## config.mk

```make
export PLATFORM = sky130hd
export DESIGN_NAME = mcta_ram
export DESIGN_NICKNAME = d
export VERILOG_FILES = /design/src/rtl/mcta_ram.sv
export SDC_FILE = /design/constraint.sdc
export NUM_CORES = 1
export LEC_CHECK = 0
export BUFFER_PORTS_ARGS = -buffer_cell sky130_fd_sc_hd__buf_2
export CORE_MARGIN = 2
export CORE_UTILIZATION = 47
export CTS_BUF_LIST = sky130_fd_sc_hd__clkbuf_2
export DETAILED_ROUTE_END_ITERATION = 7
export PLACE_DENSITY = 0.74
export SYNTH_ARGS = -nofsm -noshare
export SYNTH_HDL_FRONTEND = slang
export SYNTH_SLANG_ARGS = --single-unit
```

## constraint.sdc

```tcl
create_clock -name clock -period 3.9 [get_ports clock]
set_input_delay 0.39 -clock clock [delete_from_list [all_inputs] [get_ports clock]]
set_output_delay 0.39 -clock clock [all_outputs]
set_load 0.05 [all_outputs]
```

## src/rtl/mcta_ram.sv

```systemverilog
`default_nettype none
// ----------------------------------------------------------------------------
// mcta_ram: generic single-write, single-read RAM
// One write port and one read port with registered read data.
// ----------------------------------------------------------------------------
module mcta_ram #(
   parameter int WIDTH = 8,
   parameter int DEPTH = 16
) (
   input  wire logic                     clock,
   input  wire logic                     wr_en,
   input  wire logic [$clog2(DEPTH)-1:0] wr_addr,
   input  wire logic [WIDTH-1:0]         wr_data,
   input  wire logic [$clog2(DEPTH)-1:0] rd_addr,
   output logic      [WIDTH-1:0]         rd_data
);

   logic [WIDTH-1:0] mem_ff [DEPTH];
   logic [WIDTH-1:0] rd_data_ff;

   always_ff @(posedge clock) begin
      if (wr_en) begin
         mem_ff[wr_addr] <= wr_data;
      end
      rd_data_ff <= mem_ff[rd_addr];
   end

   assign rd_data = rd_data_ff;

endmodule
`default_nettype wire

```

==> qor.tcl <==
set qor(run_status) {finished clean}
set qor(detailed_place_hpwl_um) 5640
set qor(grt_remaining_overflow) 0
set qor(distinct_cell_type_count_of_the_synthesized_netlist) 19
set qor(htreeDepth) 4
set qor(number_of_nets_in_the_finished_design) 284
set qor(cts_tree) {yes}
set qor(antenna_violating_nets_post_route) 0
set qor(clk_sink_count) 136
set qor(highest_net_fanout_along_the_worst_path) 8
set qor(grt_start_max_net_pins) 33
set qor(cts_buffers) 17
set qor(cpLargestDelayFamily) {simple AND/OR/NAND/NOR gates}
set qor(synthesis.area_per_instance_um2) 22.5
set qor(die_h_um) 109
set qor(slew_viol_final) 0
set qor(wirelength_um) 8870
set qor(fin_crit_sh) 0.444
set qor(route.detailed.drc) 0
set qor(final_cell_mix) {sky130_fd_sc_hd__edfxtp_1, sky130_fd_sc_hd__buf_2, sky130_fd_sc_hd__clkbuf_2}
set qor(cts.reportedPaths.clkPinSlew_ns) 0.20
set qor(syn_to_final_growth_pct) 9.02
set qor(r2r-start) {mem_ff[9][3]$_DFFE_PP_}
set qor(post_route_cells_drive_above_1_share) 0.277
set qor(r2r-end) {rd_data[3]$_DFF_P_}
set qor(vias) 2338
set qor(share_comb_of_total_power) 0.066
set qor(post-layout-total-power_uw) 2570
set qor(max_slew.worst_pin.slew_ns) 1.24
set qor(post-cts-setup-buffers) 0
set qor(dr.pass1.iters) 4
set qor(unrepaired_setup_endpoints_after_global_routing) {false}
set qor(layout.area.seq_um2) 4000
set qor(route.detailed.wl_per_inst_um) 21.2
set qor(cp_cell_sequence) {buf_2, or3b_2, nor3_1}
set qor(design.core.area_um2) 10700
set qor(pwr-share-clk) 0.296
set qor(synth.ff_latch_count) 136
set qor(finalClockSkew_ns) 0.0259
set qor(power.switching_uw) 590
set qor(final_common_cell) {sky130_fd_sc_hd__edfxtp_1}
set qor(finalHoldWorstSlack_ns) 0.117
set qor(critical_path.n_buffers_inverters) 1
set qor(reg2reg_setup_slack_ns) 2.53
set qor(mappedNetlistNets) 247
set qor(floorplan.die.width_um) 109
set qor(drtIter0Drc) 197
set qor(final_period_minus_worst_setup_slack_ns) 1.73
set qor(timing.max_cap.violations) 0
set qor(gr-usage-all-layers) 0.167
set qor(worst-endpoint-arrival_ns) 1.97
set qor(max_slew_margin) 0.169
set qor(finalSetupViolCount) 0
set qor(ctsResizeCount) 0
set qor(data_required_time_at_the_worst_endpoint_ns) 4.13
set qor(cts.path.max_buffers) 2
set qor(start_util) 0.479
set qor(synth-warning-count) 0
set qor(critical-path-slowest-cell) {sky130_fd_sc_hd__nor3_1}
set qor(io_buffer_count) 25
set qor(max_clock_freq_mhz) 577
set qor(endpoint) {mem_ff[0][5]$_DFFE_PP_}
set qor(p_leak_uw) 0.00185
set qor(total_of_hold_buffers_inserted_after_clock_tree_synthesis) 0
set qor(critical_path.startpoint_type) {input port}
set qor(antenna_found_initial) 1
set qor(internal_power_uw) 1980
set qor(clockRootBuffer) {sky130_fd_sc_hd__clkbuf_2}
set qor(delay_of_the_slowest_cell_on_the_worst_path_ns) 0.96
set qor(multi_input_combinational_cell_area_um2) 1060
set qor(grt_pass1_vias) 2263
set qor(worst_ir_drop_vdd_uv) 192
set qor(io_pins) 26
set qor(switching_share) 0.229
set qor(dieArea_um2) 11800
set qor(finalWeightedCongestion) 0.706
set qor(grt_first_pass_wirelength_um) 13400
set qor(worst_setup_path_end_kind) {flip-flop}
set qor(startpoint) {wr_addr[2]}
set qor(critical_path_depth) 3
set qor(post_drt_via_cell_ratio) 5.58
set qor(reg2regPathDepth) 3
set qor(fill_cells) 855
set qor(synth.yosys.seq_area_share) 0.778
set qor(setup_tns_ns) 0
set qor(rows) 38
set qor(type_of_the_worst_setup_path) {input port to flip-flop}
set qor(syn_area_um2) 5150
set qor(number_of_endpoints_with_negative_hold_slack_in_the_final_report) 0
set qor(post_synth_inst_count) 229
set qor(worst_min_path_class) {input port to flip-flop}
set qor(power_per_cell_area_nw_per_um2) 459
set qor(clock_latency_ns) 0.63
set qor(seq_power_share) 0.638
## worst min-delay path by stage
stage	start	cells after the start	endpoint	slack, ns
final	wr_data[7]	1	mem_ff[10][7]$_DFFE_PP_	0.12
after global placement	mem_ff[7][3]$_DFFE_PP_	3	rd_data[3]$_DFF_P_	0.65
after global routing	wr_data[7]	1	mem_ff[6][7]$_DFFE_PP_	0.01
after detailed placement	mem_ff[14][6]$_DFFE_PP_	3	rd_data[6]$_DFF_P_	0.66
after CTS	wr_data[0]	1	mem_ff[5][0]$_DFFE_PP_	0.06
after floorplan	wr_data[0]	0	mem_ff[0][0]$_DFFE_PP_	0.49
## flip-flops by register name (all words and copies together), names as in the netlist
name	count
rd_data	8
mem_ff	128
## cells in the mapped netlist
cell type,n,share of area
sky130_fd_sc_hd__a22oi_1,16,0.023
sky130_fd_sc_hd__and2_1,1,0.0012
sky130_fd_sc_hd__and2b_1,1,0.0015
sky130_fd_sc_hd__buf_2,3,0.0029
sky130_fd_sc_hd__buf_4,1,0.0015
sky130_fd_sc_hd__buf_6,3,0.0066
sky130_fd_sc_hd__clkdlybuf4s25_2,3,0.0058
sky130_fd_sc_hd__dfxtp_1,8,0.031
sky130_fd_sc_hd__edfxtp_1,128,0.75
sky130_fd_sc_hd__mux4_1,14,0.071
sky130_fd_sc_hd__mux4_2,18,0.079
sky130_fd_sc_hd__nand2_1,9,0.0066
sky130_fd_sc_hd__nand2b_1,2,0.0024
sky130_fd_sc_hd__nand3_1,1,0.00097
sky130_fd_sc_hd__nand3b_1,2,0.0029
sky130_fd_sc_hd__nor2_1,13,0.0095
sky130_fd_sc_hd__nor2b_1,1,0.0012
sky130_fd_sc_hd__nor3_1,4,0.0039
sky130_fd_sc_hd__or3b_2,1,0.0017
## per-stage QoR
step | std cells | instance area (µm²) | util | worst slack (ns)
finish | 419 | 5610 | 0.522 | 2.17
global route | 419 | 5610 | 0.522 | 2.09
CTS | 418 | 5610 | 0.522 | 2.13
detailed placement | 387 | 5380 | 0.501 | 1.48
global placement | 387 | 5380 | 0.501 | 1.41
floorplan | 229 | 5150 | - | 2.02
## layout make-up
cell class / instances / area share
Antenna cell: 1 / 0.000446
Clock inverter: 12 / 0.0232
Clock buffer: 19 / 0.0169
Timing Repair Buffer: 28 / 0.0263
Sequential cell: 136 / 0.713
Multi-Input combinational cell: 83 / 0.188
Tap cell: 140 / 0.0312
## layer usage
| layer | wire length, µm | GRT usage |
|---|---|---|
| met4 | 56 | 0.0659 |
| met3 | 532 | 0.0448 |
| met2 | 4540 | 0.262 |
| met5 | 0 | 0 |
| met1 | 3750 | 0.226 |
## logic make-up (layout without fill, tap and decap cells)
logic type             count (synthesis)  in the layout  synth area share
muxes                                 32             32             0.150
AOI/OAI and AO/OA                     16             16            0.0233
other                                  0              1                 0
DFF                                  136            136             0.778
and+or+nand+nor                       35             35            0.0318
buffers and inverters                 10             59            0.0168
## power by group through the flow
stage / logic [µW] / clock network, µW / registers (µW)
floorplan: 82.9 / 0 / 1710
global placement: 169 / 0 / 1670
detailed placement: 172 / 0 / 1680
CTS: 173 / 780 / 1640
global route: 184 / 850 / 1650
finish: 170 / 762 / 1640
Power figures use the tool's default switching activity.
