File: src/rtl/mcta_pkg.sv
`default_nettype none
// ----------------------------------------------------------------------------
// mcta_pkg: shared definitions for the tally accumulator
// Operation, status and tally codes, fixed-point widths and the divider
// request and response types.
// ----------------------------------------------------------------------------
package mcta_pkg;

   localparam logic [2:0] FUNC_TRACK     = 3'd0;
   localparam logic [2:0] FUNC_COLLISION = 3'd1;
   localparam logic [2:0] FUNC_CROSSING  = 3'd2;
   localparam logic [2:0] FUNC_BEGIN     = 3'd3;
   localparam logic [2:0] FUNC_END       = 3'd4;
   localparam logic [2:0] FUNC_READ      = 3'd5;

   localparam logic [2:0] STATUS_OK           = 3'd0;
   localparam logic [2:0] STATUS_ALREADY_OPEN = 3'd1;
   localparam logic [2:0] STATUS_NOT_OPEN     = 3'd2;
   localparam logic [2:0] STATUS_RANGE        = 3'd3;
   localparam logic [2:0] STATUS_DIV_ZERO     = 3'd4;

   localparam logic [1:0] TALLY_CURRENT   = 2'd0;
   localparam logic [1:0] TALLY_SURFACE   = 2'd1;
   localparam logic [1:0] TALLY_VOLUME    = 2'd2;
   localparam logic [1:0] TALLY_COLLISION = 2'd3;

   localparam logic [1:0] CSR_GROUPS   = 2'd0;
   localparam logic [1:0] CSR_CELLS    = 2'd1;
   localparam logic [1:0] CSR_SURFACES = 2'd2;

   localparam int HIST_W  = 48;
   localparam int TOTAL_W = 64;
   localparam int SQ_W    = 63;
   localparam int DELTA_W = 49;
   localparam int DIV_W   = 48;

   localparam logic [HIST_W-1:0]  HIST_MAX  = {1'b0, {(HIST_W-1){1'b1}}};
   localparam logic [HIST_W-1:0]  HIST_MIN  = {1'b1, {(HIST_W-1){1'b0}}};
   localparam logic [TOTAL_W-1:0] TOTAL_MAX = {1'b0, {(TOTAL_W-1){1'b1}}};
   localparam logic [TOTAL_W-1:0] TOTAL_MIN = {1'b1, {(TOTAL_W-1){1'b0}}};
   localparam logic [SQ_W-1:0]    SQ_MAX    = {SQ_W{1'b1}};

   typedef struct packed {
      logic             start;
      logic [DIV_W-1:0] dividend;
      logic [31:0]      divisor;
      logic             negate;
   } div_req_type;

   typedef struct packed {
      logic               done;
      logic [DELTA_W-1:0] quotient;
   } div_rsp_type;

endpackage
`default_nettype wire

File: src/rtl/mcta_div.sv
`default_nettype none
// ----------------------------------------------------------------------------
// mcta_div: bit-serial restoring divider
// Divides a 48-bit magnitude by a 32-bit magnitude, one quotient bit per
// cycle, and applies the sign at the end (truncation toward zero).
// ----------------------------------------------------------------------------
module mcta_div import mcta_pkg::*; (
   input  wire logic        clock,
   input  wire logic        reset,
   input  wire div_req_type div_req,
   output div_rsp_type      div_rsp
);

   localparam int CNT_W = $clog2(DIV_W);

   logic             busy_ff;
   logic             done_ff;
   logic             neg_ff;
   logic [CNT_W-1:0] cnt_ff;
   logic [32:0]      rem_ff;
   logic [DIV_W-1:0] quo_ff;
   logic [31:0]      dvs_ff;
   logic [32:0]      trial_in;
   logic             fits_in;

   always_comb begin
      trial_in = {rem_ff[31:0], quo_ff[DIV_W-1]};
      fits_in  = trial_in >= {1'b0, dvs_ff};
   end

   always_ff @(posedge clock) begin
      if (reset) begin
         busy_ff <= 1'b0;
         done_ff <= 1'b0;
      end else begin
         done_ff <= 1'b0;
         if (div_req.start) begin
            busy_ff <= 1'b1;
            cnt_ff  <= CNT_W'(DIV_W - 1);
            rem_ff  <= '0;
            quo_ff  <= div_req.dividend;
            dvs_ff  <= div_req.divisor;
            neg_ff  <= div_req.negate;
         end else if (busy_ff) begin
            rem_ff <= fits_in ? trial_in - {1'b0, dvs_ff} : trial_in;
            quo_ff <= {quo_ff[DIV_W-2:0], fits_in};
            cnt_ff <= cnt_ff - 1'b1;
            if (cnt_ff == '0) begin
               busy_ff <= 1'b0;
               done_ff <= 1'b1;
            end
         end
      end
   end

   assign div_rsp.done     = done_ff;
   assign div_rsp.quotient = neg_ff ? -{1'b0, quo_ff} : {1'b0, quo_ff};

endmodule
`default_nettype wire

File: config.mk
export PLATFORM = sky130hd
export DESIGN_NAME = mcta_div
export DESIGN_NICKNAME = d
export VERILOG_FILES = /design/src/rtl/mcta_pkg.sv /design/src/rtl/mcta_div.sv
export SDC_FILE = /design/constraint.sdc
export NUM_CORES = 1
export LEC_CHECK = 0
export BUFFER_PORTS_ARGS = -buffer_cell sky130_fd_sc_hd__buf_4
export CAP_MARGIN = 20
export CORE_MARGIN = 4
export CORE_UTILIZATION = 30
export DETAILED_ROUTE_END_ITERATION = 16
export GPL_TIMING_DRIVEN = 0
export HOLD_SLACK_MARGIN = 0.03
export SYNTH_ARGS = -nofsm -noshare
export SYNTH_HDL_FRONTEND = slang
export SYNTH_SLANG_ARGS = --single-unit
export TNS_END_PERCENT = 20
File: constraint.sdc
create_clock -name clock -period 15.6 [get_ports clock]
set_clock_uncertainty 0.2 [all_clocks]
set_input_delay 3.9 -clock clock [delete_from_list [all_inputs] [get_ports clock]]
set_output_delay 3.9 -clock clock [all_outputs]
set_load 0.1 [all_outputs]
==> flow_summary.yaml <==
clock_network:
  cts_sinks: 121
  cts_made_buffers: 17
  post_cts_resized: 0
  post_cts.repair.setup_buffers: 0
  worstSkewPairLatency_ps: 420
  htree_levels: 4
  cts_buffer_depth: 2
  cts_tree: "yes"
  postCtsHoldBufs: 0
  clk_pin_slew_ps: 70
  cts_root_buffer: "clkbuf_16"
critical_path:
  crit_required_ps: 11500
  cpLargestDelayFamily: "simple AND/OR/NAND/NOR gates"
  cp-start-kind: "flop"
  cpPeakStageDelay_ps: 560
  worstPathArrival_ps: 3330
  timing.rr.start: "quo_ff[47]"
  r2r_slack_ps: 12180
  path_max_fanout: 5
  path_class: "reg2out"
  end_kind: "output port"
  cp_cell_sequence: "or4_4 -> or3_1 -> nor3_2 -> nand4_2 -> o31ai_4 -> nand2_2 -> xor2_1 -> buf_4"
  cp-startpoint: "quo_ff[8]"
  slowest_stage: "or4_4"
  crit_buf_inv: 1
sta:
  relSlewSlack: 0.518
  min_period_ps: 7430
  tightest_slew_ps: 723
  setup_viol: 0
  slew_viol_final: 0
  post-route-period-util: 0.476
  rsz0062_at_grt: "false"
  tns_ps: 0
  max_freq_ghz: 0.135
  hold_violations: 0
run:
  drv_cap: 0
floorplan:
  ioPinCount: 134
  start_util: 0.304
  die_w_um: 170
  core-area_um2: 25900
  design.die.area_um2: 28900
  rows: 59
  die-height_um: 170
synth:
  synthesis.area_um2: 7870
  synth.distinct_cells: 70
  syn_nets: 878
  async_reset_ff_frac: 0
  syn-mean-instance-area_um2: 10.4
  ys_ff_latch: 121
  synth_seq_area_share: 0.459
  yosys_warnings: 0
  synth_ff_type: "edfxtp_1"
  synthCells: 758
  synth_edf_count: 119
status:
  status: "complete, no violations"
grt:
  grt_pass1_vias: 6225
  grt-ovfl-total: 0
  antenna_found_initial: 0
  grt_max_degree: 33
  grtUsageTotal: 0.147
  grt_pass1_wl_um: 33500
finish:
  layout_common_cells: "buf_4, edfxtp_1, nand2_1, xnor2_1, inv_1"
  fin_util: 0.384
  antenna_cells: 0
  areaGrowthSynthToFinish_pct: 26.5
  fin_area_um2: 9960
  final_common_cell: "buf_4"
  drive_gt1_frac: 0.266
  stdcell_count: 1261
  layout.nets: 1033
  fillers: 2550
route:
  dr.pass1.iters: 5
  drc: 0
  drt-wirelength-per-cell_um: 16.9
  ant_nets: 0
  via_per_inst: 4.93
  drt-total-wl_um: 21300
  vias: 6223
  first_iter_violations: 413
power_and_ir_drop:
  p_sw_uw: 455
  finalPower_uw: 1200
  p_comb_frac: 0.337
  power.density_nw_per_um2: 121
  power_frac_seq: 0.342
  p_leak_uw: 0.00387
  p_int_uw: 747
  clkPwrFrac: 0.321
  peakVddDrop_mv: 0.0739
  swShare: 0.379
placement:
  post-place-cells: 1229
  placed_cell_area_um2: 9390
  routabilityCongestion: 0.858
  post-dp-hpwl_um: 16100
  port_buffers: 132
hold_path:
  holdCritStartpoint: "busy_ff"
  hold_class: "reg2reg"
routing by layer:
| metal | up-vias | global-route usage | share of wire | wire length (µm) |
|---|---|---|---|---|
| met3 | 21 | 0.0311 | 0.061 | 1300 |
| met2 | 176 | 0.244 | 0.46 | 9870 |
| met4 | 0 | 0.0378 | 0.015 | 310 |
| met5 | - | 0 | 0 | 0 |
| li1 | 3096 | - | - | - |
| met1 | 2930 | 0.195 | 0.46 | 9790 |
through the flow:
stage                     hold WS, ps  setup WS, ps
after floorplan                   266          6750
after global placement            278          4160
after detailed placement          292          8620
after CTS                         290          8150
after global routing              308          8000
final                             285          8170
registers in the layout, indices dropped and copies added (netlist names):
| name | cells |
|---|---|
| busy_ff | 1 |
| rem_ff | 32 |
| neg_ff | 1 |
| cnt_ff | 6 |
| done_ff | 1 |
| dvs_ff | 32 |
| quo_ff | 48 |
cells in the mapped netlist (5+ instances only):
| library cell | n | area, µm² |
|---|---|---|
| mux2i_1 | 7 | 70.1 |
| xor2_1 | 8 | 70.1 |
| clkbuf_1 | 22 | 82.6 |
| and3_1 | 6 | 37.5 |
| nor2_1 | 48 | 180 |
| buf_4 | 6 | 45.0 |
| ha_1 | 35 | 438 |
| nand2_1 | 80 | 300 |
| nor3_1 | 16 | 80.1 |
| edfxtp_1 | 119 | 3570 |
| or3_1 | 10 | 62.6 |
| xnor2_1 | 64 | 561 |
| a21oi_1 | 49 | 245 |
| mux2_2 | 45 | 507 |
| nand4_1 | 8 | 50.1 |
| nand2b_1 | 5 | 31.3 |
| a21o_1 | 8 | 60.1 |
| o21ai_0 | 47 | 235 |
| o211ai_1 | 5 | 37.5 |
| inv_1 | 51 | 191 |
| nand3_1 | 16 | 80.1 |
| a211oi_1 | 8 | 60.1 |
| o31ai_1 | 18 | 135 |
cells by family (layout without fill, tap and decap cells):
family | count (synthesis) | after routing | synth area share
fa+ha+maj | 36 | 36 | 0.0582
flops | 121 | 121 | 0.459
compound gates | 175 | 175 | 0.145
mux | 52 | 52 | 0.0733
xor+xnor | 72 | 72 | 0.0801
buf+inv | 82 | 250 | 0.0432
simple gates | 220 | 220 | 0.142
worst register-to-register path: stages, from the launching register on:
cell	delay, ps
edfxtp_1	500
inv_1	100
ha_1	180
fa_1	220
nor2b_1	70
o31a_1	260
nor2_2	260
o2111ai_1	240
a311oi_1	620
o311ai_0	230
o211ai_1	160
a21oi_1	90
power groups by stage:
| stage | sequential [µW] | combinational, µW | clock [µW] |
|---|---|---|---|
| 6_report | 411 | 405 | 386 |
| 3_5_place_dp | 417 | 405 | 0 |
| 3_3_place_gp | 420 | 398 | 0 |
| 5_1_grt | 414 | 436 | 411 |
| 4_1_cts | 411 | 406 | 395 |
| 2_1_floorplan | 414 | 306 | 0 |
path summary, 6_finish.rpt:
kind,to,cells after the start
setup / recovery,div_rsp[44],8
setup reg to reg,rem_ff[28],11
hold reg to reg,done_ff,1
hold / removal,done_ff,1
area by class of cell:
class / count / area [µm²] / area share
multi-input combinational: 555 / 3930 / 0.395
sequential: 121 / 3610 / 0.363
clock buffer: 18 / 429 / 0.0431
buffer: 31 / 149 / 0.0150
timing repair buffer: 136 / 1090 / 0.109
tap: 335 / 419 / 0.0421
clock inverter: 14 / 136 / 0.0137
inverter: 51 / 191 / 0.0192
(Power assumes the default switching activity.)
